===== config.mk =====
export PLATFORM = sky130hd
export DESIGN_NAME = indexed_doubly_linked_list_top
export DESIGN_NICKNAME = d
export VERILOG_FILES = /design/src/rtl/core/idll_pkg.sv /design/src/rtl/core/idll_ram.sv /design/src/rtl/core/idll_seq.sv /design/src/rtl/core/idll_dp.sv /design/src/rtl/core/indexed_doubly_linked_list_top.sv
export VERILOG_INCLUDE_DIRS = /design/src /design/src/rtl/core
export SDC_FILE = /design/constraint.sdc
export NUM_CORES = 2
export LEC_CHECK = 0
export BUFFER_PORTS_ARGS = -buffer_cell sky130_fd_sc_hd__buf_2
export CORE_UTILIZATION = 40
export DETAILED_ROUTE_END_ITERATION = 8
export GPL_TIMING_DRIVEN = 0
export PLACE_DENSITY_LB_ADDON = 0.1
export SLEW_MARGIN = 10
export SYNTH_ARGS = -nofsm -noshare
export SYNTH_HDL_FRONTEND = slang
export SYNTH_SLANG_ARGS = --single-unit

===== constraint.sdc =====
create_clock -name aclk -period 18.3 [get_ports aclk]
set_input_delay 1.83 -clock aclk [delete_from_list [all_inputs] [get_ports aclk]]
set_output_delay 1.83 -clock aclk [all_outputs]
set_load 0.005 [all_outputs]

===== src/rtl/core/indexed_doubly_linked_list_top_assert.svh =====
// assertion macros for the linked list block
`ifndef INDEXED_DOUBLY_LINKED_LIST_TOP_ASSERT_SVH
`define INDEXED_DOUBLY_LINKED_LIST_TOP_ASSERT_SVH

`ifndef SYNTH
`define IDLL_ASSERT(lbl, clk, rst_n, prop) \
    lbl: assert property (@(posedge clk) disable iff (!rst_n) prop) \
        else $error("idll assertion failed");
`define IDLL_ASSERT_ALWAYS(lbl, clk, prop) \
    lbl: assert property (@(posedge clk) prop) \
        else $error("idll assertion failed");
`else
`define IDLL_ASSERT(lbl, clk, rst_n, prop)
`define IDLL_ASSERT_ALWAYS(lbl, clk, prop)
`endif

`endif


===== src/rtl/core/idll_pkg.sv =====
`default_nettype none

package idll_pkg;

    localparam int NODES_DEF       = 64;
    localparam int VALUE_RANGE_DEF = 256;
    localparam int UPC_W           = 4;

    typedef enum logic [2:0] {
        ACT_PUSH_FRONT    = 3'd0,
        ACT_INSERT_AFTER  = 3'd1,
        ACT_INSERT_BEFORE = 3'd2,
        ACT_ERASE         = 3'd3,
        ACT_FIND          = 3'd4,
        ACT_TRAVERSE      = 3'd5
    } act_t;

    typedef enum logic [1:0] {
        ST_OK   = 2'd0,
        ST_FULL = 2'd1,
        ST_BAD  = 2'd2
    } status_t;

    typedef enum logic [1:0] {
        ADDR_ZERO = 2'd0,
        ADDR_POS  = 2'd1,
        ADDR_CUR  = 2'd2
    } addr_sel_t;

    typedef enum logic [1:0] {
        WR_NONE     = 2'd0,
        WR_INS_NEW  = 2'd1,
        WR_INS_LINK = 2'd2,
        WR_ERASE    = 2'd3
    } wr_op_t;

    typedef enum logic [2:0] {
        EM_NONE   = 3'd0,
        EM_STATUS = 3'd1,
        EM_INS    = 3'd2,
        EM_FIND   = 3'd3,
        EM_EMPTY  = 3'd4,
        EM_TRAV   = 3'd5
    } emit_t;

    typedef enum logic [1:0] {
        J_NEXT   = 2'd0,
        J_END    = 2'd1,
        J_CUR_NZ = 2'd2,
        J_MORE   = 2'd3
    } jump_t;

    typedef struct packed {
        addr_sel_t         addr_sel;
        wr_op_t            wr_op;
        logic              latch_lr;
        logic              load_cur;
        emit_t             emit;
        jump_t             jump;
        logic [UPC_W-1:0]  target;
    } ucode_t;

    typedef struct packed {
        ucode_t uc;
        logic   fire;
    } seq_ctrl_t;

    typedef struct packed {
        logic cur_nz;
        logic trav_last;
    } dp_flags_t;

    typedef struct packed {
        logic             valid;
        logic [UPC_W-1:0] entry;
    } dispatch_t;

    typedef struct packed {
        logic       last;
        logic       list_empty;
        logic [7:0] node_value;
        logic [5:0] node_index;
        status_t    status;
    } result_t;

    // program entry points
    localparam logic [UPC_W-1:0] UA_INS    = 4'd0;
    localparam logic [UPC_W-1:0] UA_ERASE  = 4'd3;
    localparam logic [UPC_W-1:0] UA_FIND   = 4'd5;
    localparam logic [UPC_W-1:0] UA_TRAV   = 4'd7;
    localparam logic [UPC_W-1:0] UA_WALK   = 4'd11;
    localparam logic [UPC_W-1:0] UA_STATUS = 4'd13;

    localparam ucode_t UC_NOP = '{
        addr_sel: ADDR_ZERO,
        wr_op:    WR_NONE,
        latch_lr: 1'b0,
        load_cur: 1'b0,
        emit:     EM_NONE,
        jump:     J_NEXT,
        target:   '0
    };

    function automatic ucode_t ucode_rom(input logic [UPC_W-1:0] pc);
        ucode_t uc;
        uc = UC_NOP;
        unique case (pc)
            4'd0: begin
                uc.addr_sel = ADDR_POS;
            end
            4'd1: begin
                uc.addr_sel = ADDR_POS;
                uc.wr_op    = WR_INS_NEW;
                uc.latch_lr = 1'b1;
            end
            4'd2: begin
                uc.wr_op = WR_INS_LINK;
                uc.emit  = EM_INS;
                uc.jump  = J_END;
            end
            4'd3: begin
                uc.addr_sel = ADDR_POS;
            end
            4'd4: begin
                uc.addr_sel = ADDR_POS;
                uc.wr_op    = WR_ERASE;
                uc.emit     = EM_STATUS;
                uc.jump     = J_END;
            end
            4'd5: begin
                uc.jump = J_NEXT;
            end
            4'd6: begin
                uc.emit = EM_FIND;
                uc.jump = J_END;
            end
            4'd7: begin
                uc.addr_sel = ADDR_ZERO;
            end
            4'd8: begin
                uc.load_cur = 1'b1;
            end
            4'd9: begin
                uc.jump   = J_CUR_NZ;
                uc.target = UA_WALK;
            end
            4'd10: begin
                uc.emit = EM_EMPTY;
                uc.jump = J_END;
            end
            4'd11: begin
                uc.addr_sel = ADDR_CUR;
            end
            4'd12: begin
                uc.addr_sel = ADDR_CUR;
                uc.emit     = EM_TRAV;
                uc.load_cur = 1'b1;
                uc.jump     = J_MORE;
                uc.target   = UA_WALK;
            end
            4'd13: begin
                uc.emit = EM_STATUS;
                uc.jump = J_END;
            end
            default: begin
                uc.jump = J_END;
            end
        endcase
        return uc;
    endfunction

endpackage

`default_nettype wire


===== src/rtl/core/idll_ram.sv =====
`default_nettype none

module idll_ram #(
    parameter int WIDTH = 8,
    parameter int DEPTH = 64
) (
    input  wire logic                     clk,
    input  wire logic                     we,
    input  wire logic [$clog2(DEPTH)-1:0] waddr,
    input  wire logic [WIDTH-1:0]         wdata,
    input  wire logic [$clog2(DEPTH)-1:0] raddr,
    output logic      [WIDTH-1:0]         rdata
);

    logic [WIDTH-1:0] mem_reg [DEPTH];
    logic [WIDTH-1:0] rdata_reg;

    always_ff @(posedge clk) begin
        if (we) begin
            mem_reg[waddr] <= wdata;
        end
        rdata_reg <= mem_reg[raddr];
    end

    assign rdata = rdata_reg;

endmodule

`default_nettype wire


===== src/rtl/core/idll_seq.sv =====
`default_nettype none

module idll_seq (
    input  wire logic                         aclk,
    input  wire logic                         aresetn,
    input  wire logic                         start,
    input  wire logic [idll_pkg::UPC_W-1:0]   entry,
    input  wire idll_pkg::dp_flags_t          flags,
    input  wire logic                         out_free,
    output idll_pkg::seq_ctrl_t               ctrl,
    output logic                              busy
);

    logic [idll_pkg::UPC_W-1:0] pc_reg, pc_next;
    logic                       busy_reg, busy_next;
    idll_pkg::ucode_t           uc;
    logic                       fire;

    always_ff @(posedge aclk) begin
        if (!aresetn) begin
            pc_reg   <= '0;
            busy_reg <= 1'b0;
        end else begin
            pc_reg   <= pc_next;
            busy_reg <= busy_next;
        end
    end

    always_comb begin
        uc        = idll_pkg::ucode_rom(pc_reg);
        fire      = busy_reg && ((uc.emit == idll_pkg::EM_NONE) || out_free);
        pc_next   = pc_reg;
        busy_next = busy_reg;
        if (start) begin
            pc_next   = entry;
            busy_next = 1'b1;
        end else if (fire) begin
            unique case (uc.jump)
                idll_pkg::J_NEXT: begin
                    pc_next = pc_reg + 1'b1;
                end
                idll_pkg::J_END: begin
                    busy_next = 1'b0;
                end
                idll_pkg::J_CUR_NZ: begin
                    pc_next = flags.cur_nz ? uc.target : pc_reg + 1'b1;
                end
                idll_pkg::J_MORE: begin
                    if (flags.trav_last) begin
                        busy_next = 1'b0;
                    end else begin
                        pc_next = uc.target;
                    end
                end
            endcase
        end
    end

    assign ctrl.uc   = uc;
    assign ctrl.fire = fire;
    assign busy      = busy_reg;

endmodule

`default_nettype wire


===== src/rtl/core/idll_dp.sv =====
`default_nettype none

module idll_dp #(
    parameter int NODES       = idll_pkg::NODES_DEF,
    parameter int VALUE_RANGE = idll_pkg::VALUE_RANGE_DEF
) (
    input  wire logic                  aclk,
    input  wire logic                  aresetn,
    input  wire logic                  start,
    input  wire logic [2:0]            in_action,
    input  wire logic [5:0]            in_position,
    input  wire logic [7:0]            in_value,
    input  wire idll_pkg::seq_ctrl_t   ctrl,
    output logic                       ready,
    output idll_pkg::dispatch_t        disp,
    output idll_pkg::dp_flags_t        flags,
    output idll_pkg::result_t          res
);

    localparam int IDX_W = $clog2(NODES);
    localparam int MAP_W = $clog2(VALUE_RANGE);

    logic [IDX_W-1:0]    pos_reg, cur_reg, left_reg, right_reg, k_reg;
    logic [IDX_W-1:0]    count_reg, count_next;
    logic [7:0]          val_reg;
    logic                before_reg;
    idll_pkg::status_t   status_reg;
    logic                clr_busy_reg, clr_busy_next;
    logic [MAP_W-1:0]    clr_addr_reg, clr_addr_next;

    // dispatch
    idll_pkg::act_t      act;
    logic [IDX_W+5:0]    pos_wide, cnt_wide;
    logic                pos_above, full;
    idll_pkg::status_t   status_next;
    logic [IDX_W-1:0]    pos_next;
    logic                before_next;

    // memory ports
    logic                next_we, prev_we, val_we, map_we;
    logic [IDX_W-1:0]    next_waddr, prev_waddr, val_waddr, link_raddr;
    logic [IDX_W-1:0]    next_wdata, prev_wdata, map_wdata;
    logic [MAP_W-1:0]    map_waddr, map_raddr;
    logic [IDX_W-1:0]    next_rd, prev_rd, map_rd;
    logic [7:0]          val_rd;

    logic [MAP_W+7:0]    find_wide, erase_wide;
    logic                find_in_range, erase_in_range;
    logic [IDX_W-1:0]    left_sel, right_sel, n_idx;
    logic [IDX_W+5:0]    res_idx_wide;
    logic [IDX_W-1:0]    res_idx;
    idll_pkg::wr_op_t    wr;
    logic                trav_last;

    always_comb begin
        act         = idll_pkg::act_t'(in_action);
        pos_wide    = (IDX_W + 6)'(in_position);
        cnt_wide    = (IDX_W + 6)'(count_reg);
        pos_above   = pos_wide > cnt_wide;
        full        = count_reg >= IDX_W'(NODES - 1);
        disp.valid  = 1'b1;
        disp.entry  = idll_pkg::UA_STATUS;
        status_next = idll_pkg::ST_OK;
        pos_next    = pos_wide[IDX_W-1:0];
        before_next = 1'b0;
        unique case (act) inside
            idll_pkg::ACT_PUSH_FRONT, idll_pkg::ACT_INSERT_AFTER,
            idll_pkg::ACT_INSERT_BEFORE: begin
                if (act != idll_pkg::ACT_PUSH_FRONT && pos_above) begin
                    status_next = idll_pkg::ST_BAD;
                end else if (full) begin
                    status_next = idll_pkg::ST_FULL;
                end else begin
                    disp.entry = idll_pkg::UA_INS;
                end
                // push front is insert after the sentinel
                if (act == idll_pkg::ACT_PUSH_FRONT) begin
                    pos_next = '0;
                end
                before_next = (act == idll_pkg::ACT_INSERT_BEFORE);
            end
            idll_pkg::ACT_ERASE: begin
                if (in_position == 6'd0 || pos_above) begin
                    status_next = idll_pkg::ST_BAD;
                end else begin
                    disp.entry = idll_pkg::UA_ERASE;
                end
            end
            idll_pkg::ACT_FIND: begin
                disp.entry = idll_pkg::UA_FIND;
            end
            idll_pkg::ACT_TRAVERSE: begin
                disp.entry = idll_pkg::UA_TRAV;
            end
            default: begin
                disp.valid = 1'b0;
            end
        endcase
    end

    always_comb begin
        find_wide      = (MAP_W + 8)'(val_reg);
        find_in_range  = find_wide < (MAP_W + 8)'(VALUE_RANGE);
        map_raddr      = find_wide[MAP_W-1:0];
        erase_wide     = (MAP_W + 8)'(val_rd);
        erase_in_range = erase_wide < (MAP_W + 8)'(VALUE_RANGE);
        left_sel       = before_reg ? prev_rd : pos_reg;
        right_sel      = before_reg ? pos_reg : next_rd;
        n_idx          = count_reg + 1'b1;
        trav_last      = (next_rd == '0) || (k_reg == IDX_W'(NODES - 2));
        unique case (ctrl.uc.addr_sel)
            idll_pkg::ADDR_POS: link_raddr = pos_reg;
            idll_pkg::ADDR_CUR: link_raddr = cur_reg;
            default:            link_raddr = '0;
        endcase
    end

    always_comb begin
        wr            = ctrl.fire ? ctrl.uc.wr_op : idll_pkg::WR_NONE;
        next_we       = 1'b0;
        prev_we       = 1'b0;
        val_we        = 1'b0;
        map_we        = 1'b0;
        next_waddr    = '0;
        prev_waddr    = '0;
        val_waddr     = n_idx;
        next_wdata    = '0;
        prev_wdata    = '0;
        map_waddr     = '0;
        map_wdata     = '0;
        count_next    = count_reg;
        clr_busy_next = clr_busy_reg;
        clr_addr_next = clr_addr_reg;
        if (clr_busy_reg) begin
            // clearing pass: value map, and sentinel links on the first cycle
            map_we        = 1'b1;
            map_waddr     = clr_addr_reg;
            next_we       = (clr_addr_reg == '0);
            prev_we       = (clr_addr_reg == '0);
            clr_addr_next = clr_addr_reg + 1'b1;
            if (clr_addr_reg == MAP_W'(VALUE_RANGE - 1)) begin
                clr_busy_next = 1'b0;
            end
        end else begin
            unique case (wr)
                idll_pkg::WR_INS_NEW: begin
                    next_we    = 1'b1;
                    next_waddr = n_idx;
                    next_wdata = right_sel;
                    prev_we    = 1'b1;
                    prev_waddr = n_idx;
                    prev_wdata = left_sel;
                    val_we     = 1'b1;
                    map_we     = find_in_range;
                    map_waddr  = find_wide[MAP_W-1:0];
                    map_wdata  = n_idx;
                end
                idll_pkg::WR_INS_LINK: begin
                    next_we    = 1'b1;
                    next_waddr = left_reg;
                    next_wdata = n_idx;
                    prev_we    = 1'b1;
                    prev_waddr = right_reg;
                    prev_wdata = n_idx;
                    count_next = n_idx;
                end
                idll_pkg::WR_ERASE: begin
                    next_we    = 1'b1;
                    next_waddr = prev_rd;
                    next_wdata = next_rd;
                    prev_we    = 1'b1;
                    prev_waddr = next_rd;
                    prev_wdata = prev_rd;
                    map_we     = erase_in_range;
                    map_waddr  = erase_wide[MAP_W-1:0];
                end
                default: begin
                end
            endcase
        end
    end

    always_ff @(posedge aclk) begin
        if (!aresetn) begin
            count_reg    <= '0;
            clr_busy_reg <= 1'b1;
            clr_addr_reg <= '0;
        end else begin
            count_reg    <= count_next;
            clr_busy_reg <= clr_busy_next;
            clr_addr_reg <= clr_addr_next;
        end
    end

    always_ff @(posedge aclk) begin
        if (start) begin
            pos_reg    <= pos_next;
            val_reg    <= in_value;
            before_reg <= before_next;
            status_reg <= status_next;
            k_reg      <= '0;
        end else if (ctrl.fire && ctrl.uc.emit == idll_pkg::EM_TRAV) begin
            k_reg <= k_reg + 1'b1;
        end
        if (ctrl.fire && ctrl.uc.latch_lr) begin
            left_reg  <= left_sel;
            right_reg <= right_sel;
        end
        if (ctrl.fire && ctrl.uc.load_cur) begin
            cur_reg <= next_rd;
        end
    end

    idll_ram #(.WIDTH(IDX_W), .DEPTH(NODES)) u_next_ram (
        .clk(aclk), .we(next_we), .waddr(next_waddr), .wdata(next_wdata),
        .raddr(link_raddr), .rdata(next_rd)
    );

    idll_ram #(.WIDTH(IDX_W), .DEPTH(NODES)) u_prev_ram (
        .clk(aclk), .we(prev_we), .waddr(prev_waddr), .wdata(prev_wdata),
        .raddr(link_raddr), .rdata(prev_rd)
    );

    idll_ram #(.WIDTH(8), .DEPTH(NODES)) u_val_ram (
        .clk(aclk), .we(val_we), .waddr(val_waddr), .wdata(val_reg),
        .raddr(link_raddr), .rdata(val_rd)
    );

    idll_ram #(.WIDTH(IDX_W), .DEPTH(VALUE_RANGE)) u_map_ram (
        .clk(aclk), .we(map_we), .waddr(map_waddr), .wdata(map_wdata),
        .raddr(map_raddr), .rdata(map_rd)
    );

    always_comb begin
        res.status     = idll_pkg::ST_OK;
        res.node_value = 8'd0;
        res.list_empty = 1'b0;
        res.last       = 1'b1;
        res_idx        = '0;
        unique case (ctrl.uc.emit)
            idll_pkg::EM_STATUS: begin
                res.status = status_reg;
            end
            idll_pkg::EM_INS: begin
                res_idx = n_idx;
            end
            idll_pkg::EM_FIND: begin
                res_idx = find_in_range ? map_rd : '0;
            end
            idll_pkg::EM_EMPTY: begin
                res.list_empty = 1'b1;
            end
            idll_pkg::EM_TRAV: begin
                res_idx        = cur_reg;
                res.node_value = val_rd;
                res.last       = trav_last;
            end
            default: begin
            end
        endcase
        res_idx_wide   = (IDX_W + 6)'(res_idx);
        res.node_index = res_idx_wide[5:0];
    end

    assign ready           = !clr_busy_reg;
    assign flags.cur_nz    = (cur_reg != '0);
    assign flags.trav_last = trav_last;

endmodule

`default_nettype wire


===== src/rtl/core/indexed_doubly_linked_list_top.sv =====
// result of an accepted transaction goes to the output register: insert, erase, find and
// rejected actions give one result each, unused actions give no result
// traverse: one list_empty result on an empty list, else one result per node, tlast on the last
// no new transaction is accepted while the sequencer is still busy with the last one
// reset: synchronous active low; a clearing pass over all VALUE_RANGE entries zeroes the
// value map and sentinel links, input not accepted until it ends
`default_nettype none
`include "indexed_doubly_linked_list_top_assert.svh"

module indexed_doubly_linked_list_top #(
    parameter int NODES       = idll_pkg::NODES_DEF,
    parameter int VALUE_RANGE = idll_pkg::VALUE_RANGE_DEF
) (
    input  wire logic        aclk,
    input  wire logic        aresetn,
    input  wire logic        s_tvalid,
    output logic             s_tready,
    input  wire logic [23:0] s_tdata,   // action[2:0], position[8:3], value[16:9]
    output logic             m_tvalid,
    input  wire logic        m_tready,
    output logic [23:0]      m_tdata,   // status[1:0], node_index[7:2], node_value[15:8],
                                        // list_empty[16]
    output logic             m_tlast
);

    idll_pkg::seq_ctrl_t ctrl;
    idll_pkg::dp_flags_t flags;
    idll_pkg::dispatch_t disp;
    idll_pkg::result_t   res;
    idll_pkg::result_t   out_reg;
    logic                m_valid_reg, m_valid_next;
    logic                dp_ready, busy, start, out_free, out_load;
    logic                walk_more;

    assign s_tready = dp_ready && !busy;
    assign start    = s_tvalid && s_tready;
    assign out_free = !m_valid_reg || m_tready;
    assign out_load = ctrl.fire && (ctrl.uc.emit != idll_pkg::EM_NONE);

    idll_seq u_seq (
        .aclk     (aclk),
        .aresetn  (aresetn),
        .start    (start && disp.valid),
        .entry    (disp.entry),
        .flags    (flags),
        .out_free (out_free),
        .ctrl     (ctrl),
        .busy     (busy)
    );

    idll_dp #(.NODES(NODES), .VALUE_RANGE(VALUE_RANGE)) u_dp (
        .aclk        (aclk),
        .aresetn     (aresetn),
        .start       (start),
        .in_action   (s_tdata[2:0]),
        .in_position (s_tdata[8:3]),
        .in_value    (s_tdata[16:9]),
        .ctrl        (ctrl),
        .ready       (dp_ready),
        .disp        (disp),
        .flags       (flags),
        .res         (res)
    );

    // output register
    always_comb begin
        m_valid_next = m_valid_reg;
        if (out_load) begin
            m_valid_next = 1'b1;
        end else if (m_tready) begin
            m_valid_next = 1'b0;
        end
    end

    always_ff @(posedge aclk) begin
        if (!aresetn) begin
            m_valid_reg <= 1'b0;
        end else begin
            m_valid_reg <= m_valid_next;
        end
    end

    always_ff @(posedge aclk) begin
        if (out_load) begin
            out_reg <= res;
        end
    end

    assign m_tvalid = m_valid_reg;
    assign m_tdata  = {7'd0, out_reg.list_empty, out_reg.node_value,
                       out_reg.node_index, out_reg.status};
    assign m_tlast  = out_reg.last;

    assign walk_more = ctrl.fire && (ctrl.uc.emit == idll_pkg::EM_TRAV) && !flags.trav_last;

    `IDLL_ASSERT(a_load_when_free, aclk, aresetn, out_load |-> out_free)
    `IDLL_ASSERT(a_valid_from_fire, aclk, aresetn, $rose(m_tvalid) |-> $past(out_load))
    `IDLL_ASSERT(a_walk_continues, aclk, aresetn, walk_more |=> busy)
    `IDLL_ASSERT_ALWAYS(a_reset_clears_out, aclk, !aresetn |=> !m_tvalid)

endmodule

`default_nettype wire


### Word-level counts from Yosys, hierarchy flattened

Memory sizes are Yosys's and may differ from the RTL's. A register that Yosys moved wholly into a read port is not among the register bits.
Index checks and enable logic that the tools add are counted.

* $add $sub $neg: 4
* order comparisons: 2
* eq/ne operators: 35
* mux-type cells: 61
* bitwise operators: 1
* reductions and logical operators: 43

Operators by type and width (count)
* 6-bit case mux with 3 select lines: 5
* 6-bit two-way mux: 10
* 4-bit two-way mux: 8
* 4-bit == test (second input constant): 6
* 1-bit two-way mux: 24
* 4-bit by 3-bit == test with 1-bit output (second input constant): 4
* 4-bit case mux with 4 select lines: 1
* 8-bit case mux with 2 select lines: 1
* 3-bit case mux with 5 select lines: 1
* 6-bit by 1-bit adder with 6-bit output (second input constant): 2
* 3-bit by 2-bit == test with 1-bit output (second input constant): 4
* 3-bit == test (second input constant): 4
* 6-bit logical NOT: 2
* 2-bit case mux with 3 select lines: 2
* 4-bit case mux with 3 select lines: 1
* 6-bit case mux with 2 select lines: 1
* 2-bit == test (second input constant): 5
* 2-bit OR reduction: 5
* 1-bit logical AND: 9
* 3-bit nonzero test: 3
* 8-bit by 1-bit adder with 8-bit output (second input constant): 1
* 4-bit by 2-bit == test with 1-bit output (second input constant): 2
* 8-bit == test (second input constant): 1
* 8-bit logical NOT: 1
* other kinds (28): 43

* register bits after elaboration: 80
* memory bits (writable): 2816
* input port bits: 28
* output and inout port bits: 27
* logic and storage cells: 169
* memories kept: 4

Memories
* u_dp.u_map_ram.mem_reg: words 256, bits a word 6, rd ports 1, clocked after memory_dff 1, wr ports 1, RTL line idll_ram.sv:15 `logic [WIDTH-1:0] mem_reg [DEPTH];`
* u_dp.u_val_ram.mem_reg: words 64, bits a word 8, rd ports 1, clocked after memory_dff 1, wr ports 1, RTL line idll_ram.sv:15
* u_dp.u_next_ram.mem_reg: words 64, bits a word 6, rd ports 1, clocked after memory_dff 1, wr ports 1, RTL line idll_ram.sv:15
* u_dp.u_prev_ram.mem_reg: words 64, bits a word 6, rd ports 1, clocked after memory_dff 1, wr ports 1, RTL line idll_ram.sv:15

### Logic depth before layout (Yosys ltp)

* depth after elaboration: 13
* gate-level depth with buffers: 20
* mapped depth without buffers: 15

### Hierarchy

Synthesis repeated with hierarchy kept, for this count alone.

* cells, all modules: 5867
* area total of the unflattened synthesis: 115588.4 sq um

Modules (own cells, without submodules)
* idll_ram at u_dp.u_map_ram: instances 1, cells each 2964, area an instance 60073.9 sq um, seq. area each 46244.4 sq um
* idll_ram at u_dp.u_next_ram ...: instances 2, cells each 720, area an instance 15225.9 sq um, seq. area each 11651.2 sq um
* idll_ram at u_dp.u_val_ram: instances 1, cells each 940, area an instance 20166.8 sq um, seq. area each 15534.9 sq um
* idll_dp: instances 1, cells each 409, area an instance 3623.5 sq um, seq. area each 1471.4 sq um
* indexed_doubly_linked_list_top: instances 1, cells each 34, area an instance 664.4 sq um, seq. area each 560.5 sq um
* idll_seq: instances 1, cells each 80, area an instance 608.1 sq um, seq. area each 100.1 sq um

### Least setup slack after synthesis

OpenSTA, ideal clock, no wires.

* kind: register to register
* start point: reg u_seq.pc_reg[0] in the netlist's numbering
* end point: mem u_dp.u_val_ram.mem_reg[1][0], enable pin
* arrival: 9470 ps
* slack: 8452 ps
* cell stages (with the launch flop): 10
* buffers on the path: 2
* period minus slack after synthesis: 9848 ps
* cells stage by stage: dfxtp_1 > inv_1 > ha_1 > buf_2 > nor3_2 > buf_4 > nand2_1 > nor2_1 > nand2_1 > nor2_1

* word-level cells in the longest chain between the ends: 12
* elaborated cells between the ends (all ways): 19
* those cells by class: 8 x eq/ne; 7 x mux; 4 x reduce/logical

RTL lines
* start: declaration: RTL line idll_seq.sv:14 `logic [idll_pkg::UPC_W-1:0] pc_reg, pc_next;`
* start signal: assignment: RTL line idll_seq.sv:24 `pc_reg <= pc_next;`
* 4-bit by 3-bit == test with 1-bit output / 4-bit == test (equally long branches): RTL line idll_pkg.sv:107 `unique case (pc)`
* 2-bit OR reduction (no line)
* 3-bit case mux with 5 select lines: RTL line idll_pkg.sv:107
* 3-bit logical NOT: RTL line idll_seq.sv:31 `fire = busy_reg && ((uc.emit == idll_pkg::EM_NONE) || out_free);`
* 1-bit logical OR: RTL line idll_seq.sv:31
* 1-bit logical AND: RTL line idll_seq.sv:31
* 2-bit two-way mux (*): RTL line idll_dp.sv:119 `wr = ctrl.fire ? ctrl.uc.wr_op : idll_pkg::WR_NONE;`
* 2-bit by 1-bit == test with 1-bit output (*): RTL line idll_dp.sv:145 `unique case (wr)`
* 1-bit two-way mux (*): RTL line idll_dp.sv:145
* 1-bit two-way mux (*): RTL line idll_dp.sv:134 `if (clr_busy_reg) begin`
* 1-bit two-way mux (*): RTL line idll_ram.sv:19 `if (we) begin`
* 1-bit two-way mux (implied by the code) (*): RTL line idll_ram.sv:20 `mem_reg[waddr] <= wdata;`
* end: declaration: RTL line idll_ram.sv:15

Every way passes the cells marked *; elsewhere a longest branch is shown, timed or not.

### Worst setup path after layout

* start point: reg u_seq.pc_reg[0] in the netlist's numbering
* end point: reg u_dp.u_next_ram.rdata_reg[4], in the netlist u_dp.u_next_ram.rdata[4], read port of u_dp.u_next_ram.mem_reg

* word-level cells in the longest chain between the ends: 5
* elaborated cells between the ends (all ways): 12
* those cells by class: 7 x eq/ne; 2 x mux; 3 x reduce/logical

RTL lines
* 4-bit by 2-bit == test with 1-bit output (tied with other cells): RTL line idll_pkg.sv:107
* 4-bit OR reduction (no line) / 2-bit OR reduction (equally long branches)
* 2-bit case mux with 2 select lines (*): RTL line idll_pkg.sv:107
* 2-bit == test / 2-bit by 1-bit == test with 1-bit output (equally long branches): RTL line idll_dp.sv:111 `unique case (ctrl.uc.addr_sel)`
* 6-bit case mux with 2 select lines (*): RTL line idll_dp.sv:111
* end: declaration: RTL line idll_ram.sv:16 `logic [WIDTH-1:0] rdata_reg;`

Marked as above.
A chain may end at the register's enable or synchronous reset.

==> results.tsv <==
metric	value	unit
Sw Ratio	0.202	
commonest cells after routing, fill and taps aside	edfxtp_1 (2869), nor2_1 (664), mux4_2 (419), clkbuf_1 (349), o21ai_0 (337)	
Setup Viol. Count Final	0	
Via Count	67900	
GPL Wtd Cong	0.968	
Critical Path Sink	u_dp.u_next_ram.rdata[4]	
Via density	5.93	
Setup CP Type	reg -> reg	
Syn Area/Cell	17.1	sq um
R2R Path End	u_dp.u_next_ram.rdata[4]	
Switch Pwr	2.73	mW
Comb pwr share	0.005	
CTS tree	yes	
Worst Setup SP	u_seq.pc_reg[0]	
first-pass GRT wire length	550000	um
Worst VDD drop	0.0717	mV
layout cells sized above 1	0.166	
max-cap violations	0	
gr ovfl total	0	
Resize count post-CTS	0	
most common cell after layout, fill and taps aside	edfxtp_1	
WP buf/inv	6	
most used cell, CP	clkbuf_1	
power share of the sequential group	0.537	
skew final	0.0499	ns
# placed instances	10800	
vias in the first global route	66900	
FF-to-FF setup slack	11.05	ns
power density cells	101	nW/um^2
Clock Path Buffers	4	
critical-path maximum fanout	10	
Main synth FF type	edfxtp_1	
RSZ-0062 raised after global routing	no	
Pint	10.8	mW
Yosys cell types	75	
critical path arrival	8.01	ns
DRC	0	
H-tree Lvls	5	
Final Power	13.5	mW
# IOs	55	
Fmax achieved	138	MHz
placed cell area	124000	sq um
Layout Nets	7330	
register bit total from synthesis	2922	
mapped cell area	116000	sq um
Hold Path Class	reg -> reg	
cell count along the critical path	15	
number of synthesized flops with an enable pin	2869	
drt total wl	406000	um
Reg2Reg Depth	15	
critical path's slowest cell	a32oi_1	
die area	293000	sq um
cts hold-fix bufs	0	
DIE WIDTH	541	um
Detailed Route Iter0 Violations	7616	
Hold Vio Cnt, Final	0	
Clk pin slew, worst setup/hold paths	0.06	ns
Core Util, Final	0.463	
final worst path period need	7.25	ns
FFs w/ async S/R, synth	0	
Global Route Usage Sum	0.274	
Final Cycle Share	0.396	
CTS buffer count	317	
Post-CTS Setup Inserts	0	
WP data required	19.06	ns
TritonCTS sink count	2922	
clock network fraction of design power	0.458	
delay-heaviest family, CP	buffers and inverters	
Ys Warns	0	
core area	289000	sq um
Filler cells	25000	
clk_lat worst skew	0.90	ns
Antenna Violating Nets Remaining	0	
fin area	134000	sq um
Die Ht	541	um
launch point of the worst reg-to-reg path	u_seq.pc_reg[0]	
DP Wirelength	287000	um
endpoint type of the worst setup path	flip-flop	
slew margin rel.	0.0184	
initial antenna violation count	26	
status	finished, final reports clean	
FP Rows	197	
CTS root buf	clkbuf_16	
area grow syn2layout	14.9	%
leakage	43.6	nW
Worst setup SP type	flip-flop	
Slew Limit Fails	0	
crit-path max cell delay	1.08	ns
Slew @ Worst Pin	1.47	ns
Initial Util	0.403	
register area share after synthesis	0.750	
Routed WL per cell	35.5	um
max reg flops	1536	
worst-path cell chain	inv_1 -> ha_1 -> clkbuf_1 -> nor2_1 -> or2_2 -> ha_1 -> buf_2 -> buf_2 -> clkbuf_1 -> clkbuf_1 -> nor3_1 -> o311ai_0 -> o211ai_1 -> a32oi_1 -> and3_1	
drt pass-1 iters	6	
largest net degree at the start of global routing	77	
Post-Syn Instances	6817	
Finished Layout Cells	11400	
Port Buf Inserts	38	
==> worst min path at each step <==
| stage | start | slack (ns) | cells after the start | endpoint |
|---|---|---|---|---|
| after floorplan | u_dp.u_next_ram.rdata[5] | 0.47 | 0 | u_dp.cur_reg[5] |
| after detailed placement | u_dp.k_reg[5] | 0.52 | 2 | u_dp.k_reg[5] |
| after global placement | u_dp.k_reg[5] | 0.49 | 2 | u_dp.k_reg[5] |
| after global routing | u_seq.busy | 0.54 | 2 | m_tvalid |
| after CTS | u_seq.busy | 0.52 | 2 | m_tvalid |
| final | u_seq.busy | 0.51 | 2 | m_tvalid |
==> layout make-up <==
class                           instances  area [sq um]  share of cell area
Multi-Input combinational cell       3395         27000               0.202
Clock buffer                          402          8380              0.0627
Antenna cell                           34          85.1            0.000636
Inverter                               22          82.6            0.000618
Tap cell                             3880          4850              0.0363
Sequential cell                      2922         87200               0.652
Clock inverter                        163          1380              0.0103
Buffer                                484          2220              0.0166
Timing Repair Buffer                  143          2440              0.0182
==> logic make-up after synthesis <==
kind of cell    synth area share
flops                      0.750
buf+inv                   0.0196
simple gates              0.0654
compound gates            0.0642
other cells            0.0000322
fa+ha+maj                0.00191
xor+xnor                 0.00181
mux                       0.0971
==> synth_stat cells (69+ instances only) <==
master | n | area (sq um)
nand2_1 | 313 | 1170
a211oi_1 | 100 | 751
o21ai_0 | 337 | 1690
a221oi_1 | 69 | 604
a31oi_1 | 87 | 544
buf_2 | 121 | 606
nor2_1 | 680 | 2550
mux2i_1 | 161 | 1610
clkbuf_1 | 283 | 1060
mux4_2 | 419 | 9440
o22ai_1 | 73 | 457
nand3_1 | 85 | 425
or3_1 | 206 | 1290
edfxtp_1 | 2869 | 86200
nor3_1 | 138 | 691
o211ai_1 | 110 | 826
==> through the flow <==
stage	setup WS (ns)	setup TNS (ns)	hold WS [ns]
after global placement	-5.13	-1040.42	0.491
after floorplan	8.45	0	0.470
after global routing	11.13	0	0.538
final	11.05	0	0.510
after detailed placement	11.34	0	0.517
after CTS	11.28	0	0.515
==> tightest hold or removal path, cell delays in order, from the launching register on <==
cell     delay (ns)
dfxtp_1        0.36
nand2_1        0.07
a21oi_1        0.06
==> power groups by stage <==
| stage | Sequential, mW | Combinational (mW) | Clock (mW) |
|---|---|---|---|
| 6_report | 7.24 | 0.0647 | 6.18 |
| 5_1_grt | 7.24 | 0.0647 | 6.48 |
| 4_1_cts | 7.24 | 0.0634 | 6.24 |
| 3_5_place_dp | 7.39 | 0.0626 | 0 |
| 3_3_place_gp | 7.39 | 0.0574 | 0 |
| 2_1_floorplan | 7.39 | 0.0235 | 0 |
==> routing by layer <==
layer | wire length, um | GRT usage | share of wire
met1 | 158000 | 0.350 | 0.39
met2 | 197000 | 0.453 | 0.49
met3 | 26900 | 0.0423 | 0.066
met4 | 23300 | 0.140 | 0.057
met5 | 64 | 0 | 0.00016
Note: power is estimated with default switching activity, not from simulation.
